===== src/rc4_stream_cipher_defines.svh =====
// Assertion helpers shared by the RC4 cipher modules.
// Both macros expect i_clk and i_rst_n in the scope where they are used.
`ifndef RC4_STREAM_CIPHER_DEFINES_SVH
`define RC4_STREAM_CIPHER_DEFINES_SVH

// Same-cycle implication, checked only outside reset.
`define RC4_ASSERT(label, ante, cons, msg) \
    label: assert property (@(posedge i_clk) disable iff (!i_rst_n) (ante) |-> (cons)) \
        else $error(msg);

// Next-cycle implication, checked only outside reset.
`define RC4_ASSERT_NEXT(label, ante, cons, msg) \
    label: assert property (@(posedge i_clk) disable iff (!i_rst_n) (ante) |=> (cons)) \
        else $error(msg);

`endif


===== src/rc4_pkg.sv =====
`timescale 1ns / 1ps
`default_nettype none

package rc4_pkg;

    localparam int BYTE_W        = 8;
    localparam int SBOX_DEPTH    = 256;
    localparam int KEY_MAX_BYTES = 32;
    localparam int KEY_IDX_W     = (KEY_MAX_BYTES > 1) ? $clog2(KEY_MAX_BYTES) : 1;
    localparam int CFG_DATA_W    = 64;
    localparam int KEY_WORDS     = 4;
    localparam int LEN_W         = 6;
    localparam int CFG_IDX_W     = 3;
    localparam int PC_W          = 4;

    typedef enum logic [CFG_IDX_W-1:0] {
        REG_KEY_WORD_0 = 3'd0,
        REG_KEY_WORD_1 = 3'd1,
        REG_KEY_WORD_2 = 3'd2,
        REG_KEY_WORD_3 = 3'd3,
        REG_KEY_LENGTH = 3'd4
    } t_reg_idx;

    // Address source of RAM read port A.
    typedef enum logic [1:0] {
        RA_NONE   = 2'd0,
        RA_I_NEXT = 2'd1,
        RA_N      = 2'd2,
        RA_SUM    = 2'd3
    } t_ra_sel;

    typedef enum logic [1:0] {
        WA_N = 2'd0,
        WA_I = 2'd1,
        WA_J = 2'd2
    } t_wa_sel;

    typedef enum logic [1:0] {
        WD_N   = 2'd0,
        WD_RDB = 2'd1,
        WD_T   = 2'd2
    } t_wd_sel;

    // Condition a step waits for before it takes effect.
    typedef enum logic [1:0] {
        WT_NONE = 2'd0,
        WT_IN   = 2'd1,
        WT_OUT  = 2'd2
    } t_wait;

    typedef enum logic [1:0] {
        BR_NEVER      = 2'd0,
        BR_ALWAYS     = 2'd1,
        BR_NEED_KS    = 2'd2,
        BR_N_NOT_LAST = 2'd3
    } t_branch;

    typedef struct packed {
        t_ra_sel ra_sel;
        logic    rb_en;
        logic    add_key;
        logic    we;
        t_wa_sel wa_sel;
        t_wd_sel wd_sel;
        logic    i_inc;
        logic    i_clr;
        logic    j_load;
        logic    j_clr;
        logic    t_load;
        logic    u_load;
        logic    n_inc;
        logic    k_inc;
        logic    k_clr;
        logic    set_keyed;
        logic    in_load;
        logic    out_load;
    } t_ctrl;

    typedef struct packed {
        t_wait              wt;
        t_branch            br;
        logic [PC_W-1:0]    target;
        t_ctrl              ctrl;
    } t_uop;

    typedef struct packed {
        logic need_ks;
        logic n_last;
        logic out_free;
    } t_status;

    localparam logic [PC_W-1:0] S_IDLE   = 4'd0;
    localparam logic [PC_W-1:0] S_KS1    = 4'd1;
    localparam logic [PC_W-1:0] S_KS2    = 4'd2;
    localparam logic [PC_W-1:0] S_KS3    = 4'd3;
    localparam logic [PC_W-1:0] S_FILL   = 4'd4;
    localparam logic [PC_W-1:0] S_KA0    = 4'd5;
    localparam logic [PC_W-1:0] S_KA1    = 4'd6;
    localparam logic [PC_W-1:0] S_KA2    = 4'd7;
    localparam logic [PC_W-1:0] S_KA3    = 4'd8;
    localparam logic [PC_W-1:0] S_KDONE  = 4'd9;
    localparam logic [PC_W-1:0] S_KSTART = 4'd10;

    // Microcode ROM. A step falls through to the next one unless its branch is taken.
    function automatic t_uop ucode(input logic [PC_W-1:0] pc);
        t_uop u;
        u = '0;
        u.wt = WT_NONE;
        u.br = BR_NEVER;
        case (pc)
            S_IDLE: begin
                u.wt               = WT_IN;
                u.br               = BR_NEED_KS;
                u.target           = S_FILL;
                u.ctrl.ra_sel      = RA_I_NEXT;
                u.ctrl.i_inc       = 1'b1;
                u.ctrl.in_load     = 1'b1;
            end
            S_KS1: begin
                u.ctrl.rb_en       = 1'b1;
                u.ctrl.j_load      = 1'b1;
                u.ctrl.t_load      = 1'b1;
            end
            S_KS2: begin
                u.ctrl.we          = 1'b1;
                u.ctrl.wa_sel      = WA_I;
                u.ctrl.wd_sel      = WD_RDB;
                u.ctrl.ra_sel      = RA_SUM;
                u.ctrl.u_load      = 1'b1;
            end
            S_KS3: begin
                u.wt               = WT_OUT;
                u.br               = BR_ALWAYS;
                u.target           = S_IDLE;
                u.ctrl.we          = 1'b1;
                u.ctrl.wa_sel      = WA_J;
                u.ctrl.wd_sel      = WD_T;
                u.ctrl.out_load    = 1'b1;
            end
            S_FILL: begin
                u.br               = BR_N_NOT_LAST;
                u.target           = S_FILL;
                u.ctrl.we          = 1'b1;
                u.ctrl.wa_sel      = WA_N;
                u.ctrl.wd_sel      = WD_N;
                u.ctrl.n_inc       = 1'b1;
                u.ctrl.j_clr       = 1'b1;
                u.ctrl.k_clr       = 1'b1;
            end
            S_KA0: begin
                u.ctrl.ra_sel      = RA_N;
            end
            S_KA1: begin
                u.ctrl.rb_en       = 1'b1;
                u.ctrl.add_key     = 1'b1;
                u.ctrl.j_load      = 1'b1;
                u.ctrl.t_load      = 1'b1;
            end
            S_KA2: begin
                u.ctrl.we          = 1'b1;
                u.ctrl.wa_sel      = WA_N;
                u.ctrl.wd_sel      = WD_RDB;
            end
            S_KA3: begin
                u.br               = BR_N_NOT_LAST;
                u.target           = S_KA0;
                u.ctrl.we          = 1'b1;
                u.ctrl.wa_sel      = WA_J;
                u.ctrl.wd_sel      = WD_T;
                u.ctrl.n_inc       = 1'b1;
                u.ctrl.k_inc       = 1'b1;
            end
            S_KDONE: begin
                u.ctrl.i_clr       = 1'b1;
                u.ctrl.j_clr       = 1'b1;
                u.ctrl.set_keyed   = 1'b1;
            end
            S_KSTART: begin
                u.br               = BR_ALWAYS;
                u.target           = S_KS1;
                u.ctrl.ra_sel      = RA_I_NEXT;
                u.ctrl.i_inc       = 1'b1;
            end
            default: begin
                u.br               = BR_ALWAYS;
                u.target           = S_IDLE;
            end
        endcase
        return u;
    endfunction

endpackage

`default_nettype wire


===== src/rc4_stream_cipher.sv =====
`timescale 1ns / 1ps
`default_nettype none

// RC4 (ARCFOUR) stream cipher, one byte per transfer; encryption and
// decryption are the same operation. Each input transfer carries a data byte
// in s_tdata and a restart flag in s_tuser; the result byte is the data XORed
// with the next keystream byte. A transfer with restart set, and the first
// transfer after reset, first runs the key schedule over the key registers
// (key_length 0 is used as 1, above 32 as 32) and clears i and j. Key
// registers are written through the plain write port and take effect at the
// next key schedule. A byte that needs no key schedule runs the four
// microcode steps of one keystream update before the next input transfer can
// occur, set by the single write port of the S-box memory (two swap writes)
// and the read chain from i to j to the output index. A byte that starts a key
// schedule first fills the S-box, runs the 256 mixing steps and resets the
// indexes, then runs the keystream steps. The result sits in an output
// register in the cycle after the last step; if the downstream side stalls,
// the last step waits for that register to free up.
module rc4_stream_cipher (
    input  wire logic                           i_clk,
    input  wire logic                           i_rst_n,
    // Configuration write port.
    input  wire logic                           i_cfg_we,
    input  wire logic [rc4_pkg::CFG_IDX_W-1:0]  i_cfg_idx,
    input  wire logic [rc4_pkg::CFG_DATA_W-1:0] i_cfg_data,
    // Input stream.
    input  wire logic                           i_s_tvalid,
    output logic                                o_s_tready,
    input  wire logic [7:0]                     i_s_tdata,  // [7:0] data_byte
    input  wire logic                           i_s_tuser,  // [0] restart
    // Output stream.
    output logic                                o_m_tvalid,
    input  wire logic                           i_m_tready,
    output logic      [7:0]                     o_m_tdata   // [7:0] out_byte
);
    import rc4_pkg::*;

    t_ctrl   w_ctrl;
    t_status w_status;

    // Step counter and microcode ROM: issues one control word per cycle, all zero while a step waits.
    rc4_seq u_seq (
        .i_clk      (i_clk),
        .i_rst_n    (i_rst_n),
        .i_in_valid (i_s_tvalid),
        .i_status   (w_status),
        .o_in_ready (o_s_tready),
        .o_ctrl     (w_ctrl)
    );

    // Key registers, index registers, the S-box memory and the result register.
    rc4_dp u_dp (
        .i_clk       (i_clk),
        .i_rst_n     (i_rst_n),
        .i_cfg_we    (i_cfg_we),
        .i_cfg_idx   (i_cfg_idx),
        .i_cfg_data  (i_cfg_data),
        .i_ctrl      (w_ctrl),
        .i_data_byte (i_s_tdata),
        .i_restart   (i_s_tuser),
        .o_status    (w_status),
        .o_out_valid (o_m_tvalid),
        .i_out_ready (i_m_tready),
        .o_out_byte  (o_m_tdata)
    );

endmodule

`default_nettype wire


===== src/rc4_ram.sv =====
`timescale 1ns / 1ps
`default_nettype none

// One write port, two read ports, registered read data that holds while a
// port is not enabled. A read at the address being written returns old data.
module rc4_ram #(
    parameter int WIDTH = 8,
    parameter int DEPTH = 256
) (
    input  wire logic                     i_clk,
    input  wire logic                     i_we,
    input  wire logic [$clog2(DEPTH)-1:0] i_waddr,
    input  wire logic [WIDTH-1:0]         i_wdata,
    input  wire logic                     i_re_a,
    input  wire logic [$clog2(DEPTH)-1:0] i_addr_a,
    output logic      [WIDTH-1:0]         o_rdata_a,
    input  wire logic                     i_re_b,
    input  wire logic [$clog2(DEPTH)-1:0] i_addr_b,
    output logic      [WIDTH-1:0]         o_rdata_b
);

    logic [WIDTH-1:0] r_mem [DEPTH];

    always_ff @(posedge i_clk) begin
        if (i_we) begin
            r_mem[i_waddr] <= i_wdata;
        end
        if (i_re_a) begin
            o_rdata_a <= r_mem[i_addr_a];
        end
        if (i_re_b) begin
            o_rdata_b <= r_mem[i_addr_b];
        end
    end

endmodule

`default_nettype wire


===== src/rc4_seq.sv =====
`timescale 1ns / 1ps
`default_nettype none
`include "rc4_stream_cipher_defines.svh"

module rc4_seq (
    input  wire logic             i_clk,
    input  wire logic             i_rst_n,
    input  wire logic             i_in_valid,
    input  wire rc4_pkg::t_status i_status,
    output logic                  o_in_ready,
    output rc4_pkg::t_ctrl        o_ctrl
);
    import rc4_pkg::*;

    logic [PC_W-1:0] r_pc;
    logic [PC_W-1:0] n_pc;
    t_uop            w_uop;
    logic            w_fire;
    logic            w_take;

    assign w_uop = ucode(r_pc);

    always_comb begin
        case (w_uop.wt)
            WT_IN:   w_fire = i_in_valid;
            WT_OUT:  w_fire = i_status.out_free;
            default: w_fire = 1'b1;
        endcase
    end

    always_comb begin
        case (w_uop.br)
            BR_ALWAYS:     w_take = 1'b1;
            BR_NEED_KS:    w_take = i_status.need_ks;
            BR_N_NOT_LAST: w_take = !i_status.n_last;
            default:       w_take = 1'b0;
        endcase
    end

    // A step that is still waiting issues no datapath actions.
    assign o_ctrl     = w_fire ? w_uop.ctrl : '0;
    assign o_in_ready = (w_uop.wt == WT_IN);

    always_comb begin
        if (!w_fire) begin
            n_pc = r_pc;
        end else if (w_take) begin
            n_pc = w_uop.target;
        end else begin
            n_pc = r_pc + PC_W'(1);
        end
    end

    always_ff @(posedge i_clk) begin
        if (!i_rst_n) begin
            r_pc <= S_IDLE;
        end else begin
            r_pc <= n_pc;
        end
    end

    `RC4_ASSERT_NEXT(a_restart_runs_ks, o_in_ready && i_in_valid && i_status.need_ks, r_pc == S_FILL, "restart transfer did not start the key schedule")
    `RC4_ASSERT_NEXT(a_plain_item_skips_ks, o_in_ready && i_in_valid && !i_status.need_ks, r_pc == S_KS1, "keyed transfer did not go straight to keystream steps")

endmodule

`default_nettype wire


===== src/rc4_dp.sv =====
`timescale 1ns / 1ps
`default_nettype none
`include "rc4_stream_cipher_defines.svh"

module rc4_dp (
    input  wire logic                           i_clk,
    input  wire logic                           i_rst_n,
    input  wire logic                           i_cfg_we,
    input  wire logic [rc4_pkg::CFG_IDX_W-1:0]  i_cfg_idx,
    input  wire logic [rc4_pkg::CFG_DATA_W-1:0] i_cfg_data,
    input  wire rc4_pkg::t_ctrl                 i_ctrl,
    input  wire logic [rc4_pkg::BYTE_W-1:0]     i_data_byte,
    input  wire logic                           i_restart,
    output rc4_pkg::t_status                    o_status,
    output logic                                o_out_valid,
    input  wire logic                           i_out_ready,
    output logic      [rc4_pkg::BYTE_W-1:0]     o_out_byte
);
    import rc4_pkg::*;

    logic [CFG_DATA_W-1:0] r_key [KEY_WORDS];
    logic [LEN_W-1:0]      r_key_len;
    logic                  r_keyed;
    logic [BYTE_W-1:0]     r_i;
    logic [BYTE_W-1:0]     r_j;
    logic [BYTE_W-1:0]     r_n;
    logic [KEY_IDX_W-1:0]  r_k;
    logic [BYTE_W-1:0]     r_t;
    logic [BYTE_W-1:0]     r_u;
    logic                  r_hit_i;
    logic                  r_hit_j;
    logic [BYTE_W-1:0]     r_data;
    logic                  r_out_valid;
    logic [BYTE_W-1:0]     r_out_byte;

    logic [KEY_WORDS*CFG_DATA_W-1:0] w_key_vec;
    logic [BYTE_W-1:0]     w_key_byte;
    logic [LEN_W-1:0]      w_len_eff;
    logic                  w_k_last;
    logic [BYTE_W-1:0]     w_i_next;
    logic [BYTE_W-1:0]     w_j_next;
    logic [BYTE_W-1:0]     w_sum;
    logic [BYTE_W-1:0]     w_rda;
    logic [BYTE_W-1:0]     w_rdb;
    logic [BYTE_W-1:0]     w_addr_a;
    logic [BYTE_W-1:0]     w_waddr;
    logic [BYTE_W-1:0]     w_wdata;
    logic [BYTE_W-1:0]     w_ks;

    assign w_key_vec  = {r_key[3], r_key[2], r_key[1], r_key[0]};
    assign w_key_byte = w_key_vec[{r_k, 3'b000} +: BYTE_W];

    always_comb begin
        if (r_key_len == '0) begin
            w_len_eff = LEN_W'(1);
        end else if (r_key_len > LEN_W'(KEY_MAX_BYTES)) begin
            w_len_eff = LEN_W'(KEY_MAX_BYTES);
        end else begin
            w_len_eff = r_key_len;
        end
    end

    assign w_k_last = (LEN_W'(r_k) == (w_len_eff - LEN_W'(1)));
    assign w_i_next = r_i + BYTE_W'(1);
    assign w_j_next = r_j + w_rda + (i_ctrl.add_key ? w_key_byte : '0);
    assign w_sum    = r_t + w_rdb;

    always_comb begin
        case (i_ctrl.ra_sel)
            RA_I_NEXT: w_addr_a = w_i_next;
            RA_SUM:    w_addr_a = w_sum;
            default:   w_addr_a = r_n;
        endcase
    end

    always_comb begin
        case (i_ctrl.wa_sel)
            WA_I:    w_waddr = r_i;
            WA_J:    w_waddr = r_j;
            default: w_waddr = r_n;
        endcase
    end

    always_comb begin
        case (i_ctrl.wd_sel)
            WD_RDB:  w_wdata = w_rdb;
            WD_T:    w_wdata = r_t;
            default: w_wdata = r_n;
        endcase
    end

    rc4_ram #(
        .WIDTH (BYTE_W),
        .DEPTH (SBOX_DEPTH)
    ) u_sbox (
        .i_clk     (i_clk),
        .i_we      (i_ctrl.we),
        .i_waddr   (w_waddr),
        .i_wdata   (w_wdata),
        .i_re_a    (i_ctrl.ra_sel != RA_NONE),
        .i_addr_a  (w_addr_a),
        .o_rdata_a (w_rda),
        .i_re_b    (i_ctrl.rb_en),
        .i_addr_b  (w_j_next),
        .o_rdata_b (w_rdb)
    );

    // The output lookup was read before the swap landed, so an index that hits
    // one of the two swapped slots takes the swapped value instead.
    assign w_ks = r_hit_i ? r_u : (r_hit_j ? r_t : w_rda);

    always_ff @(posedge i_clk) begin
        if (!i_rst_n) begin
            r_key[0]    <= '0;
            r_key[1]    <= '0;
            r_key[2]    <= '0;
            r_key[3]    <= '0;
            r_key_len   <= LEN_W'(16);
            r_keyed     <= 1'b0;
            r_i         <= '0;
            r_j         <= '0;
            r_n         <= '0;
            r_k         <= '0;
            r_out_valid <= 1'b0;
        end else begin
            if (i_cfg_we) begin
                case (t_reg_idx'(i_cfg_idx))
                    REG_KEY_WORD_0: r_key[0]  <= i_cfg_data;
                    REG_KEY_WORD_1: r_key[1]  <= i_cfg_data;
                    REG_KEY_WORD_2: r_key[2]  <= i_cfg_data;
                    REG_KEY_WORD_3: r_key[3]  <= i_cfg_data;
                    REG_KEY_LENGTH: r_key_len <= i_cfg_data[LEN_W-1:0];
                    default: ;
                endcase
            end
            if (i_ctrl.set_keyed) begin
                r_keyed <= 1'b1;
            end
            if (i_ctrl.i_clr) begin
                r_i <= '0;
            end else if (i_ctrl.i_inc) begin
                r_i <= w_i_next;
            end
            if (i_ctrl.j_clr) begin
                r_j <= '0;
            end else if (i_ctrl.j_load) begin
                r_j <= w_j_next;
            end
            if (i_ctrl.n_inc) begin
                r_n <= r_n + BYTE_W'(1);
            end
            if (i_ctrl.k_clr) begin
                r_k <= '0;
            end else if (i_ctrl.k_inc) begin
                r_k <= w_k_last ? '0 : r_k + KEY_IDX_W'(1);
            end
            if (i_ctrl.out_load) begin
                r_out_valid <= 1'b1;
            end else if (i_out_ready) begin
                r_out_valid <= 1'b0;
            end
        end
    end

    always_ff @(posedge i_clk) begin
        if (i_ctrl.t_load) begin
            r_t <= w_rda;
        end
        if (i_ctrl.u_load) begin
            r_u     <= w_rdb;
            r_hit_i <= (w_sum == r_i);
            r_hit_j <= (w_sum == r_j);
        end
        if (i_ctrl.in_load) begin
            r_data <= i_data_byte;
        end
        if (i_ctrl.out_load) begin
            r_out_byte <= r_data ^ w_ks;
        end
    end

    assign o_status.need_ks  = i_restart | ~r_keyed;
    assign o_status.n_last   = (r_n == BYTE_W'(SBOX_DEPTH - 1));
    assign o_status.out_free = ~r_out_valid | i_out_ready;
    assign o_out_valid       = r_out_valid;
    assign o_out_byte        = r_out_byte;

    `RC4_ASSERT(a_no_result_overwrite, r_out_valid && !i_out_ready, !i_ctrl.out_load, "result register loaded while a result was stalled")
    `RC4_ASSERT(a_key_index_in_range, i_ctrl.k_inc, LEN_W'(r_k) < w_len_eff, "key byte index beyond the key length")

endmodule

`default_nettype wire


===== config.mk =====
export PLATFORM = sky130hd
export DESIGN_NAME = rc4_stream_cipher
export DESIGN_NICKNAME = d
export VERILOG_FILES = /design/src/rc4_pkg.sv /design/src/rc4_stream_cipher.sv /design/src/rc4_ram.sv /design/src/rc4_seq.sv /design/src/rc4_dp.sv
export VERILOG_INCLUDE_DIRS = /design/src /design/src/src
export SDC_FILE = /design/constraint.sdc
export NUM_CORES = 2
export LEC_CHECK = 0
export BUFFER_PORTS_ARGS = -buffer_cell sky130_fd_sc_hd__buf_2
export CAP_MARGIN = 20
export CORE_UTILIZATION = 40
export CTS_BUF_LIST = sky130_fd_sc_hd__clkbuf_4 sky130_fd_sc_hd__clkbuf_8
export DETAILED_ROUTE_END_ITERATION = 16
export PLACE_DENSITY = 0.56
export SLEW_MARGIN = 20
export SYNTH_ARGS = -nofsm -noshare
export SYNTH_HDL_FRONTEND = slang
export SYNTH_SLANG_ARGS = --single-unit

===== constraint.sdc =====
create_clock -name i_clk -period 50.1 [get_ports i_clk]
set_input_delay 5.01 -clock i_clk [delete_from_list [all_inputs] [get_ports i_clk]]
set_output_delay 5.01 -clock i_clk [all_outputs]
set_load 0.02 [all_outputs]

# Yosys cells after proc, flatten, opt, wreduce, memory -nomap -nowiden
# Memories as Yosys holds them, arrays and structs flattened. A register that Yosys moved wholly into a read port is not among the register bits.
# Index checks and enable logic that the tools add are counted.
dict set report totals {
  wordCells 134
  out_inout_bits 10
  mem_bits_rw 2304
  inputBits 81
  mem_count 2
  ff_bits 75
}
# memory words word_bits rd rd_clocked_by_memory_dff write_ports line
set memory_table {}
lappend memory_table {u_dp.u_sbox.r_mem 256 8 2 2 1 rc4_ram.sv:22} ;# logic [WIDTH-1:0] r_mem [DEPTH];
lappend memory_table {u_dp.r_key 4 64 4 0 4 rc4_dp.sv:21} ;# logic [CFG_DATA_W-1:0] r_key [KEY_WORDS];
dict set report op_classes {
  addsub 8
  n_shift 1
  n_bitwise 10
  n_lt_le_gt_ge 1
  mux 53
  eq_ne 29
  n_reduce_logical 16
}
# cell count
set ops {}
lappend ops {{$mux W64} 4}
lappend ops {{$shiftx A256 B9 Y8} 1}
lappend ops {{$pmux W8 S2} 3}
lappend ops {{$mux W1} 32}
lappend ops {{$pmux W6 S5} 1}
lappend ops {{$add A8 B8 Y8} 3}
lappend ops {{$mux W8} 3}
lappend ops {{$mux W21} 1}
lappend ops {{$pmux W5 S4} 1}
lappend ops {{$add A8 B1 Y8 const B} 2}
lappend ops {{$eq A4 B3 Y1 const B} 4}
lappend ops {{$eq A8 B8 Y1} 2}
lappend ops {{$reduce_or A2 Y1} 8}
lappend ops {{$eq A2 B2 Y1 const B} 6}
lappend ops {{$eq A4 B4 Y1 const B} 3}
lappend ops {{$mux W6} 2}
lappend ops {{$eq A2 B1 Y1 const B} 5}
lappend ops {{$eq A4 B2 Y1 const B} 2}
lappend ops {{$eq A8 B8 Y1 const B} 1}
lappend ops {{$xor A8 B8 Y8} 1}
lappend ops {{$eq A3 B2 Y1 const B} 2}
lappend ops {{$eq A5 B6 Y1} 1}
lappend ops {{$gt A6 B6 Y1 const B} 1}
lappend ops {{$logic_not A6 Y1} 1}
lappend ops {{other kinds (20)} 28}

# Depth between registers and ports, before layout
dict set report depth {
  depth_word 7
  ltp_mapped 25
}

# Modules after synthesis
# A second synthesis with hierarchy kept.
dict set report hier_totals {
  hier_cells 6082
  hier_area_um2 113780.4
}
# mod n_inst area_each_um2 seq_area_each_um2 cells_per_inst
set modules_own_cells {}
lappend modules_own_cells {rc4_ram 1 97133.2 61979.4 4847}
lappend modules_own_cells {rc4_dp 1 16024.1 9449.1 1150}
lappend modules_own_cells {rc4_seq 1 623.1 80.1 85}

# Least setup slack after synthesis
# OpenSTA, ideal clock, no wires.
dict set report synth_path {
  path_kind {in2reg}
  startpoint {input i_m_tready}
  endpoint {memory u_dp.u_sbox.r_mem[0][1] (data pin)}
  path_slack_ns 30.935
  path_buffers 3
  arrival_time_ns 16.978
  setup_time_ns 2.187
  cell_stages 10
  path_cell_list {nand2b_1 -> a221oi_1 -> clkbuf_1 -> nor2_1 -> and3_1 -> clkbuf_1 -> nor2_1 -> ha_1 -> clkbuf_1 -> o21ai_0}
}
dict set report synth_via {
  elab_chain_cells 5
  elab_cells_between_ends 6
  cone_classes {2 x eq/ne; 3 x mux; 1 x bitwise}
}
# item line
set synth_lines {}
lappend synth_lines {{from (decl)} rc4_stream_cipher.sv:33} ;# input wire logic i_m_tready,
lappend synth_lines {{$or A1 B1 Y1 *} rc4_dp.sv:184} ;# assign o_status.out_free = ~r_out_valid | i_out_ready;
lappend synth_lines {{$pmux W1 S2 *} rc4_seq.sv:24} ;# case (w_uop.wt)
lappend synth_lines {{$mux W21 *} rc4_seq.sv:41} ;# assign o_ctrl = w_fire ? w_uop.ctrl : '0;
lappend synth_lines {{$eq A2 B2 Y1 / $eq A2 B1 Y1 (equally long branches)} rc4_dp.sv:85} ;# case (i_ctrl.wd_sel)
lappend synth_lines {{$pmux W8 S2 *} rc4_dp.sv:85}
lappend synth_lines {{net u_dp.u_sbox.i_wdata[1]} rc4_ram.sv:13} ;# input wire logic [WIDTH-1:0] i_wdata,
lappend synth_lines {{to (decl)} rc4_ram.sv:22}
# The timed path passes the listed nets; every way through them passes the cells marked *.

# Final worst setup path
dict set report layout_path {
  startpoint {input i_m_tready}
  endpoint {register u_dp.u_sbox.o_rdata_b[1] (read register of u_dp.u_sbox.r_mem) (data pin)}
}
dict set report layout_via {
  elab_chain_cells 5
}
# item line
set layout_lines {}
lappend layout_lines {{$or A1 B1 Y1} rc4_dp.sv:184}
lappend layout_lines {{$pmux W1 S2} rc4_seq.sv:24}
lappend layout_lines {{$mux W21} rc4_seq.sv:41}
lappend layout_lines {{$mux W8} rc4_dp.sv:65} ;# assign w_j_next = r_j + w_rda + (i_ctrl.add_key ? w_key_byte : '0);
lappend layout_lines {{$add A8 B8 Y8} rc4_dp.sv:65}
lappend layout_lines {{net u_dp.u_sbox.i_addr_b[1]} rc4_ram.sv:18} ;# input wire logic [$clog2(DEPTH)-1:0] i_addr_b,
lappend layout_lines {{to (decl)} rc4_ram.sv:19} ;# output logic [WIDTH-1:0] o_rdata_b
# The timed path passes the listed nets, and every way through them passes these cells.
# A chain may end at the register's enable or synchronous reset.

==> results.toml <==
[status]
run_status = "complete, no violations"

[route]
num_vias = 71100
first_iter_violations = 9613
drc = 0
wirelength_mm = 378
via_per_inst = 6.41
postRouteAntennaNets = 0
routedWlPerCell_um = 34.1
firstDrtPassIters = 6

[yosys]
yosysWarnings = 0
synth_area_mm2 = 0.114
mappedNetlistNets = 6971
synthCells = 6854
synthFlopType = "edfxtp_1"
synth_seq_cells = 2395
synth_edf_count = 2354
synthArstFlopShare_pct = 0
yosysSeqAreaShare_pct = 62.8
synth_cell_types = 71
synth.avg_cell_area_um2 = 16.6

[power]
p_sw_mw = 1.42
p_comb_share_pct = 17.8
ir_drop_v = 0.0000230
power_mw = 4.85
seq_power_share_pct = 45.6
p_per_area_mw_per_mm2 = 38.2
p_leak_nw = 43.8
intPower_mw = 3.43
pwr-share-clk_pct = 36.5
p_sw_share_pct = 29.3

[cts]
tritoncts = "yes"
hold_buffers = 0
numCtsBuffers = 410
cts_root_buf = "clkbuf_8"
h-tree-depth = 5
clock_latency_ps = 1130
postCtsSetupRepairBufs = 0
clockBufferDepth = 4
clock_sinks = 2395
clk_pin_slew_worst_paths_ps = 70
cts_resized = 0

[grt]
grt_pass1_wl_mm = 533
grt_max_degree = 185
grt_usage_pct = 26.0
grt_pass1_vias = 70900
grt-ovfl-total = 0
antenna_found_initial = 22

[place]
dpl-instance-area_mm2 = 0.119
placedCellCount = 10300
io_buffers = 90
place_congestion = 0.898
dpl.hpwl_mm = 232
dpl_worst_slack_ps = 37230

[min_path]
worst_hold_path.num_cells = 2
hp-class = "reg -> reg"

[critical_path]
cpMaxStageDelayCell = "a211oi_1"
startpoint_type = "primary input"
critPathMostFrequentCell = "buf_4"
cp.buffers_inverters = 6
required_ps = 50900
critPathTopFamily = "buffers and inverters"
max_stage_delay_ps = 890
critPathArrivalTime_ps = 12700
reg2reg_depth = 19
path_class = "in -> reg"
crit_chain = "buf_2 > nand2b_1 > a221oi_2 > buf_4 > nor2_1 > nand3_1 > or2_2 > fa_1 > inv_1 > ha_4 > buf_12 > buf_4 > buf_4 > mux4_2 > mux4_2 > nor2b_1 > a211oi_1 > a21oi_1 > a211oi_1 > a21oi_1"
end_kind = "flop"
crit_fanout = 111
crit_cells = 20

[floorplanning]
fp.dieH_um = 536
dieArea_mm2 = 0.287
rows = 195
core_mm2 = 0.283
start_util_pct = 40.3
fp.dieW_um = 536
io_pins = 91

[timing]
rsz0062_at_grt = "false"
setup_tns_ps = 0
hold_viol_final = 0
setup_ws_ps = 38200
hold_slack_ps = 461
fin_crit_sh_pct = 23.8
setup_viol = 0
max_slew_margin_pct = 16.8
clock_skew_ps = 95.7
max_freq_mhz = 84.0
worstMarginPinSlew_ps = 1240
slew_violations = 0
fin_crit_ps = 11900

[layout]
layout-drive-gt1-share_pct = 27.5
stdcell_area_mm2 = 0.127
final_cells = 11100
fill_cells = 24500
finalNetCount = 7127
syn2layout_area_growth_pct = 11.5
final_util_pct = 44.9

[job]
max-cap-violations = 0
==> logic make-up (layout without fill, tap and decap cells) <==
logic type | after synthesis | count (layout) | share of synthesized area, %
DFF | 2395 | 2395 | 62.8
and+or+nand+nor | 1358 | 1358 | 5.74
muxes | 1201 | 1201 | 20.8
AOI/OAI and AO/OA | 1183 | 1183 | 7.41
buffers and inverters | 616 | 1099 | 2.37
xor gates and xnor gates | 65 | 65 | 0.500
adders and majority gates | 36 | 36 | 0.455
other | 0 | 8 | 0
==> state kept, by name (all words and copies together) (netlist names), 4 cells and up <==
name / cells
u_dp.r_i: 8
u_dp.r_key_len: 6
u_dp.r_data: 8
u_dp.r_j: 8
u_dp.r_key: 256
u_dp.r_k: 5
u_dp.r_t: 8
u_dp.r_u: 8
u_dp.u_sbox.o_rdata_a: 8
u_dp.u_sbox.o_rdata_b: 8
u_seq.r_pc: 4
u_dp.r_n: 8
u_dp.u_sbox.r_mem: 2048
u_dp.o_out_byte: 8
==> cell usage in the layout (no fill, tap or decap), types with 17 or more instances in the layout <==
master    synthesis  layout
clkbuf_4          0     133
edfxtp_1       2354    2354
a211oi_1        151     151
a22oi_1         200     200
clkbuf_8          0     416
nand2_1         424     420
o31ai_1          20      18
nand4_1          27      27
dfxtp_1          41      39
nor2_1          335     298
mux2i_1         261     261
xnor2_1          36      32
mux4_2          929     929
clkinv_1          1     104
buf_2           106      91
a31oi_1          49      49
and3_1           83      83
nor2b_1          24      24
a21oi_1         284     283
a211o_1          78      78
a221oi_1        125     124
xor2_1           29      28
clkinv_2          0      52
buf_12            0      17
buf_4            26     214
a22o_1           76      76
o21ai_0          54      44
inv_1            29      29
ha_1             27      26
and2_1          311     310
o22ai_1          24      24
nor2_2            3      32
a311oi_1         36      36
nand3_1          65      51
nor4_1           42      36
==> metal layers <==
| metal | track usage, % | vias to the layer above | share of wire [%] |
|---|---|---|---|
| met5 | 0 | - | 0.039 |
| met2 | 40.9 | 4245 | 47 |
| met3 | 5.68 | 862 | 9.9 |
| li1 | - | 28700 | - |
| met1 | 34.3 | 37300 | 38 |
| met4 | 12.2 | 24 | 5.2 |
==> Yosys cell counts, drive strengths merged, types with 42 or more instances <==
library cell     n  area share, %
clkbuf         366            1.2
and2           311            1.7
and3            83           0.46
nor2           339            1.1
edfxtp        2354             62
buf            218            1.1
a21oi          286            1.3
a211o           78           0.60
a211oi         153            1.0
a221oi         127           0.99
nand3           67           0.30
nand2          426            1.4
a31oi           49           0.27
mux2i          261            2.3
mux4           929             18
a22oi          200            1.3
nor4            42           0.23
a22o            76           0.58
o21ai           54           0.24
==> power by group through the flow <==
stage / logic [mW] / clock network, mW / registers [mW]
3_5_place_dp: 0.852 / 0 / 2.26
2_1_floorplan: 0.559 / 0 / 2.26
6_report: 0.865 / 1.77 / 2.21
4_1_cts: 0.853 / 1.79 / 2.21
3_3_place_gp: 0.848 / 0 / 2.25
5_1_grt: 0.893 / 1.88 / 2.21
==> area by class of cell <==
cell class	count	area, um2	share of cell area, %
Sequential cell	2395	71500	56.3
Clock buffer	548	6720	5.29
Antenna cell	8	20.0	0.0158
Clock inverter	191	1260	0.996
Tap cell	3743	4680	3.69
Timing Repair Buffer	328	2480	1.95
Multi-Input combinational cell	3843	40200	31.7
Inverter	32	120	0.0946
==> final timing paths <==
| kind | endpoint | start | slack, ps |
|---|---|---|---|
| hold reg to reg | u_dp.r_keyed | u_dp.r_keyed | 460 |
| setup reg to reg | u_dp.u_sbox.o_rdata_b[1] | u_dp.r_k[0] | 40300 |
| setup / recovery | u_dp.u_sbox.o_rdata_b[1] | i_m_tready | 38200 |
| hold / removal | u_dp.r_keyed | u_dp.r_keyed | 460 |
==> worst register-to-register path, stage by stage, from the launching register on <==
cell and delay (ps):
dfxtp_4 640, buf_4 470, buf_4 610, mux4_2 630, mux4_2 470, mux2i_1 440, or2_2 230, fa_1 410
inv_1 100, ha_4 550, buf_12 610, buf_4 850, buf_4 860, mux4_2 460, mux4_2 490, nor2b_1 200
a211oi_1 430, a21oi_1 130, a211oi_1 890, a21oi_1 80
No activity file was read; power rests on OpenSTA's default activity.
